--- config.mk ---
export PLATFORM = sky130hd
export DESIGN_NAME = cmad_ctrl
export DESIGN_NICKNAME = d
export VERILOG_FILES = /design/src/rtl/cmad_pkg.sv /design/src/rtl/cmad_ctrl.sv
export SDC_FILE = /design/constraint.sdc
export NUM_CORES = 1
export LEC_CHECK = 0
export CELL_PAD_IN_SITES_DETAIL_PLACEMENT = 0
export CELL_PAD_IN_SITES_GLOBAL_PLACEMENT = 1
export CORE_AREA = 10 10 47 49
export CTS_CLUSTER_DIAMETER = 120
export DETAILED_ROUTE_END_ITERATION = 8
export DIE_AREA = 0 0 57 59
export DONT_BUFFER_PORTS = 1
export GPL_ROUTABILITY_DRIVEN = 0
export GPL_TIMING_DRIVEN = 0
export PLACE_DENSITY_LB_ADDON = 0.05
export SYNTH_ARGS = -nofsm -noshare
export SYNTH_HDL_FRONTEND = slang
export SYNTH_SLANG_ARGS = --single-unit
--- constraint.sdc ---
create_clock -name aclk -period 1.9 [get_ports aclk]
set_clock_uncertainty 0.15 [all_clocks]
set_input_delay 0.57 -clock aclk [delete_from_list [all_inputs] [get_ports aclk]]
set_output_delay 0.57 -clock aclk [all_outputs]
set_load 0.1 [all_outputs]
--- src/rtl/cmad_pkg.sv ---
// ----------------------------------------------------------------------------
// cmad_pkg
// Shared types, field widths and constants of the multichannel MAD meter.
// ----------------------------------------------------------------------------
package cmad_pkg;

    // Default sizes, handed down as top-level parameter defaults
    localparam int MAX_SAMPLES_DEF  = 256;
    localparam int MAX_CHANNELS_DEF = 8;

    // ADC sample width, fixed by the stream port
    localparam int SAMPLE_BITS = 12;

    // Fractional bits of the mean and deviation values
    localparam int Q_FRAC = 8;

    // Configuration register widths and reset values
    localparam int SPF_W       = 9;
    localparam int CHC_W       = 4;
    localparam int OFFSET_W    = 16;
    localparam int GAIN_W      = 16;
    localparam int GAIN_FRAC   = 12;
    localparam int CFG_DATA_W  = 16;
    localparam int CFG_INDEX_W = 2;

    localparam logic [SPF_W-1:0]    SPF_RST    = 9'd256;
    localparam logic [CHC_W-1:0]    CHC_RST    = 4'd8;
    localparam logic [OFFSET_W-1:0] OFFSET_RST = 16'd399;
    localparam logic [GAIN_W-1:0]   GAIN_RST   = 16'd22382;

    // Register indexes of the configuration port
    typedef enum logic [CFG_INDEX_W-1:0] {
        REG_SPF    = 2'd0,
        REG_CHC    = 2'd1,
        REG_OFFSET = 2'd2,
        REG_GAIN   = 2'd3
    } cfg_reg_t;

    // Input item kind carried in s_tuser
    typedef enum logic {
        MODE_SAMPLE = 1'b0,
        MODE_FRAME  = 1'b1
    } mode_t;

    // Result fields
    localparam int CH_FIELD_W  = 3;
    localparam int CNT_FIELD_W = 9;
    localparam int POWER_W     = 26;
    localparam int RESULT_W    = 2 * CH_FIELD_W + CNT_FIELD_W + POWER_W;
    localparam int S_TDATA_W   = 16;
    localparam int M_TDATA_W   = 48;

    // Power saturation: magnitude limits and the clipped codes
    localparam int POWER_MAG_POS = 33554431;
    localparam int POWER_MAG_NEG = 33554432;
    localparam logic [POWER_W-1:0] POWER_MAX = {1'b0, {(POWER_W-1){1'b1}}};
    localparam logic [POWER_W-1:0] POWER_MIN = {1'b1, {(POWER_W-1){1'b0}}};

    // Controller states
    typedef enum logic [3:0] {
        ST_IDLE,
        ST_SUM,
        ST_MEAN_GO,
        ST_MEAN_WAIT,
        ST_DEV,
        ST_MAD_GO,
        ST_MAD_WAIT,
        ST_SIGN,
        ST_MUL_LO,
        ST_MUL_HI,
        ST_COMBINE,
        ST_FINISH
    } state_t;

    // Controller to datapath commands
    typedef struct packed {
        logic store;        // write the sample tick into the frame store
        logic pass_clear;   // rewind the read pass, clear the accumulator
        logic rd_issue;     // read the next stored sample
        logic dev_pass;     // accumulate |sample - mean| instead of sample
        logic div_start;    // start the serial divider
        logic div_sel_mad;  // divider input: 1 = deviation sum, 0 = sample sum
        logic sign_load;    // form |mad - offset| and its sign
        logic mul_lo;       // low partial product with the gain
        logic mul_hi;       // high partial product with the gain
        logic combine;      // add partial products and drop gain fraction
        logic finish;       // load result, advance channel, reopen frame
    } cmd_t;

    // Datapath to controller status
    typedef struct packed {
        logic rd_end;       // all held samples of the frame issued
        logic rd_pending;   // a read is still returning data
        logic div_busy;     // divider iterating
        logic out_free;     // result register can take a new result
    } status_t;

endpackage

--- src/rtl/cmad_ctrl.sv ---
// ----------------------------------------------------------------------------
// cmad_ctrl
// Sequencer: takes stream items, runs the two store passes, both divisions,
// the gain multiply and the result hand-off for each frame tick.
// ----------------------------------------------------------------------------
module cmad_ctrl
    import cmad_pkg::*;
(
    input  logic    aclk,
    input  logic    aresetn,
    input  logic    s_tvalid,
    output logic    s_tready,
    input  logic    s_tuser,
    input  status_t status,
    output cmd_t    cmd
);

    state_t state_reg, state_next;

    // State register
    always_ff @(posedge aclk) begin
        if (!aresetn) begin
            state_reg <= ST_IDLE;
        end else begin
            state_reg <= state_next;
        end
    end

    // Next state
    always_comb begin
        state_next = state_reg;
        case (state_reg)
            ST_IDLE: begin
                if (s_tvalid && (s_tuser == MODE_FRAME)) begin
                    state_next = ST_SUM;
                end
            end
            ST_SUM: begin
                if (status.rd_end && !status.rd_pending) begin
                    state_next = ST_MEAN_GO;
                end
            end
            ST_MEAN_GO:   state_next = ST_MEAN_WAIT;
            ST_MEAN_WAIT: begin
                if (!status.div_busy) begin
                    state_next = ST_DEV;
                end
            end
            ST_DEV: begin
                if (status.rd_end && !status.rd_pending) begin
                    state_next = ST_MAD_GO;
                end
            end
            ST_MAD_GO:   state_next = ST_MAD_WAIT;
            ST_MAD_WAIT: begin
                if (!status.div_busy) begin
                    state_next = ST_SIGN;
                end
            end
            ST_SIGN:    state_next = ST_MUL_LO;
            ST_MUL_LO:  state_next = ST_MUL_HI;
            ST_MUL_HI:  state_next = ST_COMBINE;
            ST_COMBINE: state_next = ST_FINISH;
            ST_FINISH: begin
                if (status.out_free) begin
                    state_next = ST_IDLE;
                end
            end
            default: state_next = ST_IDLE;
        endcase
    end

    // Outputs
    always_comb begin
        cmd      = '0;
        s_tready = 1'b0;
        case (state_reg)
            ST_IDLE: begin
                s_tready       = 1'b1;
                cmd.store      = s_tvalid && (s_tuser == MODE_SAMPLE);
                cmd.pass_clear = s_tvalid && (s_tuser == MODE_FRAME);
            end
            ST_SUM: begin
                cmd.rd_issue = !status.rd_end;
            end
            ST_MEAN_GO: begin
                cmd.div_start = 1'b1;
            end
            ST_MEAN_WAIT: begin
                cmd.pass_clear = !status.div_busy;
            end
            ST_DEV: begin
                cmd.dev_pass = 1'b1;
                cmd.rd_issue = !status.rd_end;
            end
            ST_MAD_GO: begin
                cmd.div_start   = 1'b1;
                cmd.div_sel_mad = 1'b1;
            end
            ST_MAD_WAIT: begin
                cmd.div_sel_mad = 1'b1;
            end
            ST_SIGN:    cmd.sign_load = 1'b1;
            ST_MUL_LO:  cmd.mul_lo    = 1'b1;
            ST_MUL_HI:  cmd.mul_hi    = 1'b1;
            ST_COMBINE: cmd.combine   = 1'b1;
            ST_FINISH:  cmd.finish    = status.out_free;
            default: begin
                cmd      = '0;
                s_tready = 1'b0;
            end
        endcase
    end

endmodule

Yosys cells after proc, flatten, opt, wreduce, memory -nomap -nowiden
Index checks and enable logic that the tools add are counted.
{"block": "op_classes", "eq_ne": 17, "mux": 19, "bitwise": 1, "n_reduce_logical": 11}
{"cell": "$pmux W4 S12", "n": 1}
{"cell": "$mux W4", "n": 6}
{"cell": "$eq A4 B3 Y1 const B", "n": 4}
{"cell": "$eq A4 B4 Y1 const B", "n": 4}
{"cell": "$ne A2 B2 Y1 const B", "n": 6}
{"cell": "$mux W1", "n": 11}
{"cell": "$eq A4 B2 Y1 const B", "n": 2}
{"cell": "$reduce_and A6 Y1", "n": 1}
{"cell": "$reduce_or A2 Y1", "n": 3}
{"cell": "$eq A4 B1 Y1 const B", "n": 1}
{"cell": "$logic_not A4 Y1", "n": 1}
{"cell": "$logic_and A1 B1 Y1", "n": 3}
{"cell": "$logic_not A1 Y1", "n": 3}
{"cell": "$pmux W1 S2", "n": 1}
{"cell": "$not A1 Y1", "n": 1}
{"block": "word_totals", "ff_bits": 4, "input_bits": 8}

Longest topological paths before layout
Gate-level depths: netlist of the first run.
{"block": "logic_depth", "ltp_word": 4, "ltp_mapped": 5, "mapped_depth_nobuf": 4}

Worst setup path after synthesis of the first run
No wires, ideal clock.
{"block": "synth_timing", "path_kind": "register to output", "start": "reg state_reg[0]", "end": "out cmd[3] (netlist name)", "arrival_time_ns": 3.792, "required_ns": 1.180, "path_slack_ns": -2.612, "stages_incl_launch_ff": 4, "n_path_buf": 2, "path_cell_list": "dfxtp_1 > buf_6 > clkbuf_1 > nor4b_1"}
{"element": "from (decl)", "line_no": "cmad_ctrl.sv:18", "text": "state_t state_reg, state_next;"}
{"element": "from (signal assigned)", "line_no": "cmad_ctrl.sv:25", "text": "state_reg <= state_next;"}
{"element": "to (decl)", "line_no": "cmad_ctrl.sv:15", "text": "output cmd_t cmd"}

==> reports/qor.csv, run 1 <==
metric;value;unit
cp-endpoint;cmd[3];
cp_slowest_cell;nor4b_4;
antenna_found_initial;0;
grt_pass1_wl;2311;µm
relSlewSlack;9.910;%
num_vias;464;
grt_util_all_layers;8.626;%
yosysWarnings;0;
switching_share;48.25;%
crit_fanout;7;
num_rows;14;
synth_largest_area_cell;dfxtp_1;
ctsHoldBuffers;0;
drt-total-wl;1508;µm
place_area;623.1;µm²
syn_nets;62;
max_cap_viol_count;0;
async_reset_ff_share;0;%
final.period_utilization;142.0;%
drive_gt1_share;73.24;%
synthTopCellsByCount;nand2_1, clkbuf_1, dfxtp_1, nor2_1, nor3_1;
ant_nets;0;
intPower;481.5;µW
ys.flop_type;dfxtp_1;
cp-end-kind;primary output;
cts_max_level;1;
yosysSeqAreaShare;18.88;%
p_sw;448.9;µW
power_frac_seq;11.2;%
cts_buffers;3;
path_class;register to primary output;
fmaxAchievable;370.6;MHz
grt-ovfl-total;0;
dr.pass1.iters;4;
ff2ff_path_depth;7;
setup_viol;12;
cts_buffer_depth;2;
clock_latency;240;ps
synth_seq_cells;4;
start_util;30.27;%
insertedDiodeCount;0;
largest_reg_flops;4;
wire_per_inst;17.33;µm
dp_hpwl;983.2;µm
p_comb_share;77.0;%
clock-root-buffer;clkbuf_4;
drv_slew;0;
dieArea;3363;µm²
fin_area;868.3;µm²
cts_tree;built;
hold_class;input pin to register;
pwr-share-clk;11.7;%
p_per_area;1072;nW/µm²
die_y;59;µm
max_stage_delay;1120;ps
synth.distinct_cells;29;
power.leakage;0.0003172;µW
cp_cell_sequence;buf_6 > clkbuf_16 > nor4b_4;
synthCells;54;
violations;setup timing;
finish.utilization;61.96;%
r2r_end;state_reg[2];
startpoint;state_reg[1];
r2r_slack;90;ps
dr.first_iter.drc_count;4;
synth_top_area_share;18.88;%
rsz0062_at_grt;yes;
cts_sinks;4;
synth.most_common_cell;nand2_1;
grt_max_degree;11;
outcome;finished, violations left;
worst_slack;-798.0;ps
synthToLayoutAreaGrowth;104.7;%
nNetsFinal;81;
worst-endpoint-arrival;1980;ps
min_from;aresetn;
yosys-top-cells-area;dfxtp_1, nor4_2, buf_6, nand2_1, nor3_1;
core;1401;µm²
drc;0;
syn_area;424.2;µm²
worstMarginPinSlew;1349;ps
viasPerCell;5.333;
fp.dieW;57;µm
io_pins;20;
synth_edf_count;0;
ir_drop;0.8450;mV
r2r-start;state_reg[1];
first_global_vias;433;
period_needed;2698;ps
hold_viol;0;
clkTransAtPathRegs;40;ps
crit_required;1180;ps
io_buffer_count;0;
syn-mean-instance-area;7.855;µm²
startpoint_type;register;
[worst min path at each step]
stage / end / slack (ps) / depth (start not counted)
final: state_reg[3] / 310 / 2
after global routing: state_reg[3] / 310 / 2
after CTS: state_reg[3] / 300 / 2
after detailed placement: state_reg[0] / 530 / 3
after global placement: state_reg[0] / 530 / 3
after floorplan: state_reg[0] / 490 / 3
[layout make-up]
| class | count | area [µm²] |
|---|---|---|
| fill | 108 | 533.0 |
| multi-input combinational | 42 | 489.2 |
| timing repair buffer | 15 | 145.1 |
| buffer | 5 | 96.34 |
| sequential | 4 | 87.58 |
| clock buffer | 3 | 22.52 |
| tap | 16 | 20.02 |
| inverter | 2 | 7.507 |
[repair_timing]
| item | CTS | global route |
|---|---|---|
| gates resized for setup | 5 | 22 |
| pin swaps | 6 | 14 |
| buffers inserted | 5 | 8 |
| setup endpoints to repair | 16 | 14 |
[layer usage]
layer	vias up	GRT usage, %	part of all wire [%]
met5	-	0	0
met4	0	3.020	1.1
met3	4	4.936	7.5
met2	14	12.40	48
met1	211	10.42	43
li1	235	-	-
[critical path: cells and delay by family, from the launching register on]
| family | cells | cell delay (ps) |
|---|---|---|
| AND/OR/NAND/NOR | 1 | 1120 |
| flip-flops | 1 | 330 |
| buffers and inverters | 2 | 290 |
[kinds of logic (layout without fill, tap and decap cells)]
group,Yosys count,in the layout,share of synthesized area (%)
buf+inv,8,25,10.62
xor+xnor,2,2,5.901
compound gates,10,10,17.11
flops,4,4,18.88
simple gates,30,30,47.50
[power by group through the flow]
| stage | combinational [µW] | clock, µW | sequential (µW) |
|---|---|---|---|
| floorplan | 456 | 0 | 101 |
| global placement | 491 | 0 | 102 |
| detailed placement | 495 | 0 | 102 |
| CTS | 555 | 113 | 101 |
| global route | 754 | 120 | 106 |
| finish | 717 | 109 | 104 |
[stage by stage]
stage	power, µW	setup WS [ps]	TNS [ps]	hold WS, ps	std cells
after floorplan	557.5	-955.3	-6582	490.2	54
after global placement	592.2	-1010	-7828	528.2	70
after detailed placement	597.2	-1025	-8068	532.9	70
after CTS	769.1	-1251	-11420	303.2	78
after global routing	979.9	-845.0	-7522	309.3	87
final	930.4	-798.0	-6840	309.0	87
[cell usage in the layout (no fill, tap or decap), types with 2 or more instances in the layout]
| cell | n |
|---|---|
| clkbuf_4 | 3 |
| a21oi_1 | 2 |
| nand2_1 | 4 |
| or4_1 | 2 |
| nor4_2 | 2 |
| inv_1 | 2 |
| clkbuf_16 | 3 |
| buf_4 | 9 |
| buf_6 | 4 |
| buf_8 | 2 |
| nor4_4 | 2 |
| nand2_4 | 2 |
| dfxtp_2 | 3 |
| nor2_4 | 4 |
| nor3_4 | 3 |
(Power assumes the default switching activity.)
==> run 2, diff against run 1 <==
--- a/config.mk
+++ b/config.mk
@@ -5,6 +5,7 @@
 export SDC_FILE = /design/constraint.sdc
 export NUM_CORES = 1
 export LEC_CHECK = 0
+export ABC_AREA = 1
 export CELL_PAD_IN_SITES_DETAIL_PLACEMENT = 0
 export CELL_PAD_IN_SITES_GLOBAL_PLACEMENT = 1
 export CORE_AREA = 10 10 47 49
@@ -18,3 +19,4 @@
 export SYNTH_ARGS = -nofsm -noshare
 export SYNTH_HDL_FRONTEND = slang
 export SYNTH_SLANG_ARGS = --single-unit
+export TNS_END_PERCENT = 10
==> reports/qor.csv, run 2 <==
metric;value;unit
r2r-start;state_reg[1];
synth_edf_count;0;
setup_viol;12;
use_met2;12.25;%
drive_gt1_share;54.43;%
hold_class;input pin to register;
outcome;finished, violations left;
synthCells;69;
layout_common_cells;nor2_4, nand2_1, nand3_1;
grt_util_met1;9.146;%
cpMostUsedCell;nor2_4;
grt_max_degree;7;
nNetsFinal;89;
drv_slew;0;
grt_pass1_wl;2235;µm
fmaxAchievable;376.6;MHz
synth_top_area_share;21.12;%
synth.most_common_cell;nor2_1;
fp.dieW;57;µm
crit_fanout;5;
syn-mean-instance-area;5.494;µm²
wire_per_inst;13.37;µm
cts_sinks;4;
max_stage_delay;520;ps
max_cap_viol_count;0;
clock-root-buffer;clkbuf_4;
io_buffer_count;0;
rsz0062_at_grt;yes;
cts_tree;built;
min_from;aresetn;
synthToLayoutAreaGrowth;69.97;%
yosysSeqAreaShare;21.12;%
cts_buffers;3;
yosysWarnings;0;
r2r_slack;250;ps
dp_cells;85;
dp_hpwl;1037;µm
antenna_found_initial;0;
syn_nets;77;
worstMarginPinSlew;1061;ps
largest_reg_flops;4;
crit_family;simple AND/OR/NAND/NOR gates;
startpoint_type;register;
synth_seq_cells;4;
cp_slowest_cell;nor2_4;
start_util;27.05;%
cts_buffer_depth;2;
layout_commonest_cell;nor2_4;
ant_nets;0;
hold_path_depth;2;
grt-ovfl-total;0;
die_y;59;µm
insertedDiodeCount;0;
r2r_end;state_reg[3];
worstHoldEndpoint;state_reg[0];
synthTopCellsByCount;nor2_1, nand2_1, nand3_1;
syn_area;379.1;µm²
async_reset_ff_share;0;%
grt_util_all_layers;8.207;%
crit_required;1180;ps
ff2ff_path_depth;5;
cp-end-kind;primary output;
relSlewSlack;29.47;%
violations;setup timing;
dieArea;3363;µm²
clkTransAtPathRegs;40;ps
num_rows;14;
hold_viol;0;
final.period_utilization;139.8;%
num_vias;490;
drt-total-wl;1270;µm
viasPerCell;5.158;
synth.distinct_cells;17;
top_usage_layer;met2;
cts_max_level;1;
io_pins;20;
yosys-top-cells-area;dfxtp_1, nor2_1, nand2_1, nand3_1, a21oi_1;
worst_slack;-755.4;ps
startpoint;state_reg[3];
synth_largest_area_cell;dfxtp_1;
critPathBufInv;1;
hold_slack;302.9;ps
cp_cell_sequence;inv_2 > nand2_4 > nor2_4 > a21oi_2 > nor2_4;
layout.cells.non_filler;95;
dr.pass1.iters;3;
period_needed;2655;ps
core;1401;µm²
ys.flop_type;dfxtp_1;
clock_latency;230;ps
use_met3;3.433;%
worst-endpoint-arrival;1940;ps
first_global_vias;498;
dr.first_iter.drc_count;2;
path_class;register to primary output;
drc;0;
## run 2: layer usage
metal  vias to the layer above  wire (µm)
li1                        250          -
met1                       221        527
met2                        17        580
met3                         2        149
met4                         0         12
met5                         -          0
## run 2: cell families (layout without fill, tap and decap cells)
logic type      after synthesis  in the layout  synth area share (%)
flops                         4              4                 21.12
compound gates               12             12                 17.82
buf+inv                      10             20                 10.23
simple gates                 43             43                 50.83
## run 2: what timing repair did
action	CTS	global route
endpoints found under the setup margin	13	12
hold buffers	0	0
pin swaps	11	4
setup buffers	7	0
resized for setup	18	2
## run 2: area by class of cell
cell class | count | area, µm²
fill | 169 | 757.0
multi-input combinational | 55 | 407.9
inverter | 10 | 46.29
sequential | 4 | 95.09
clock buffer | 3 | 22.52
tap | 16 | 20.02
timing repair buffer | 7 | 52.55
## run 2: how the worst max path moves through the flow
| stage | end | slack [ps] | depth (start not counted) |
|---|---|---|---|
| 6_report | cmd[8] | -760 | 5 |
| 2_1_floorplan | cmd[10] | -560 | 5 |
| 3_5_place_dp | cmd[10] | -650 | 5 |
| 3_3_place_gp | cmd[10] | -650 | 5 |
| 4_1_cts | cmd[10] | -770 | 5 |
| 5_1_grt | cmd[10] | -850 | 5 |
## run 2: through the flow
| stage | setup slack [ps] | setup TNS [ps] | utilization (%) | instance area, µm² |
|---|---|---|---|---|
| after global placement | -646.9 | -4936 | 35.98 | 504.2 |
| after detailed placement | -649.5 | -4916 | 35.98 | 504.2 |
| final | -755.4 | -4888 | 45.98 | 644.4 |
| after CTS | -774.0 | -5463 | 45.45 | 636.9 |
| after floorplan | -561.8 | -3873 | - | 484.2 |
| after global routing | -849.9 | -5744 | 45.98 | 644.4 |
Power of run 2 is not shown: default switching activity piles up to over one toggle a cycle in this logic, so the estimate is an artifact.
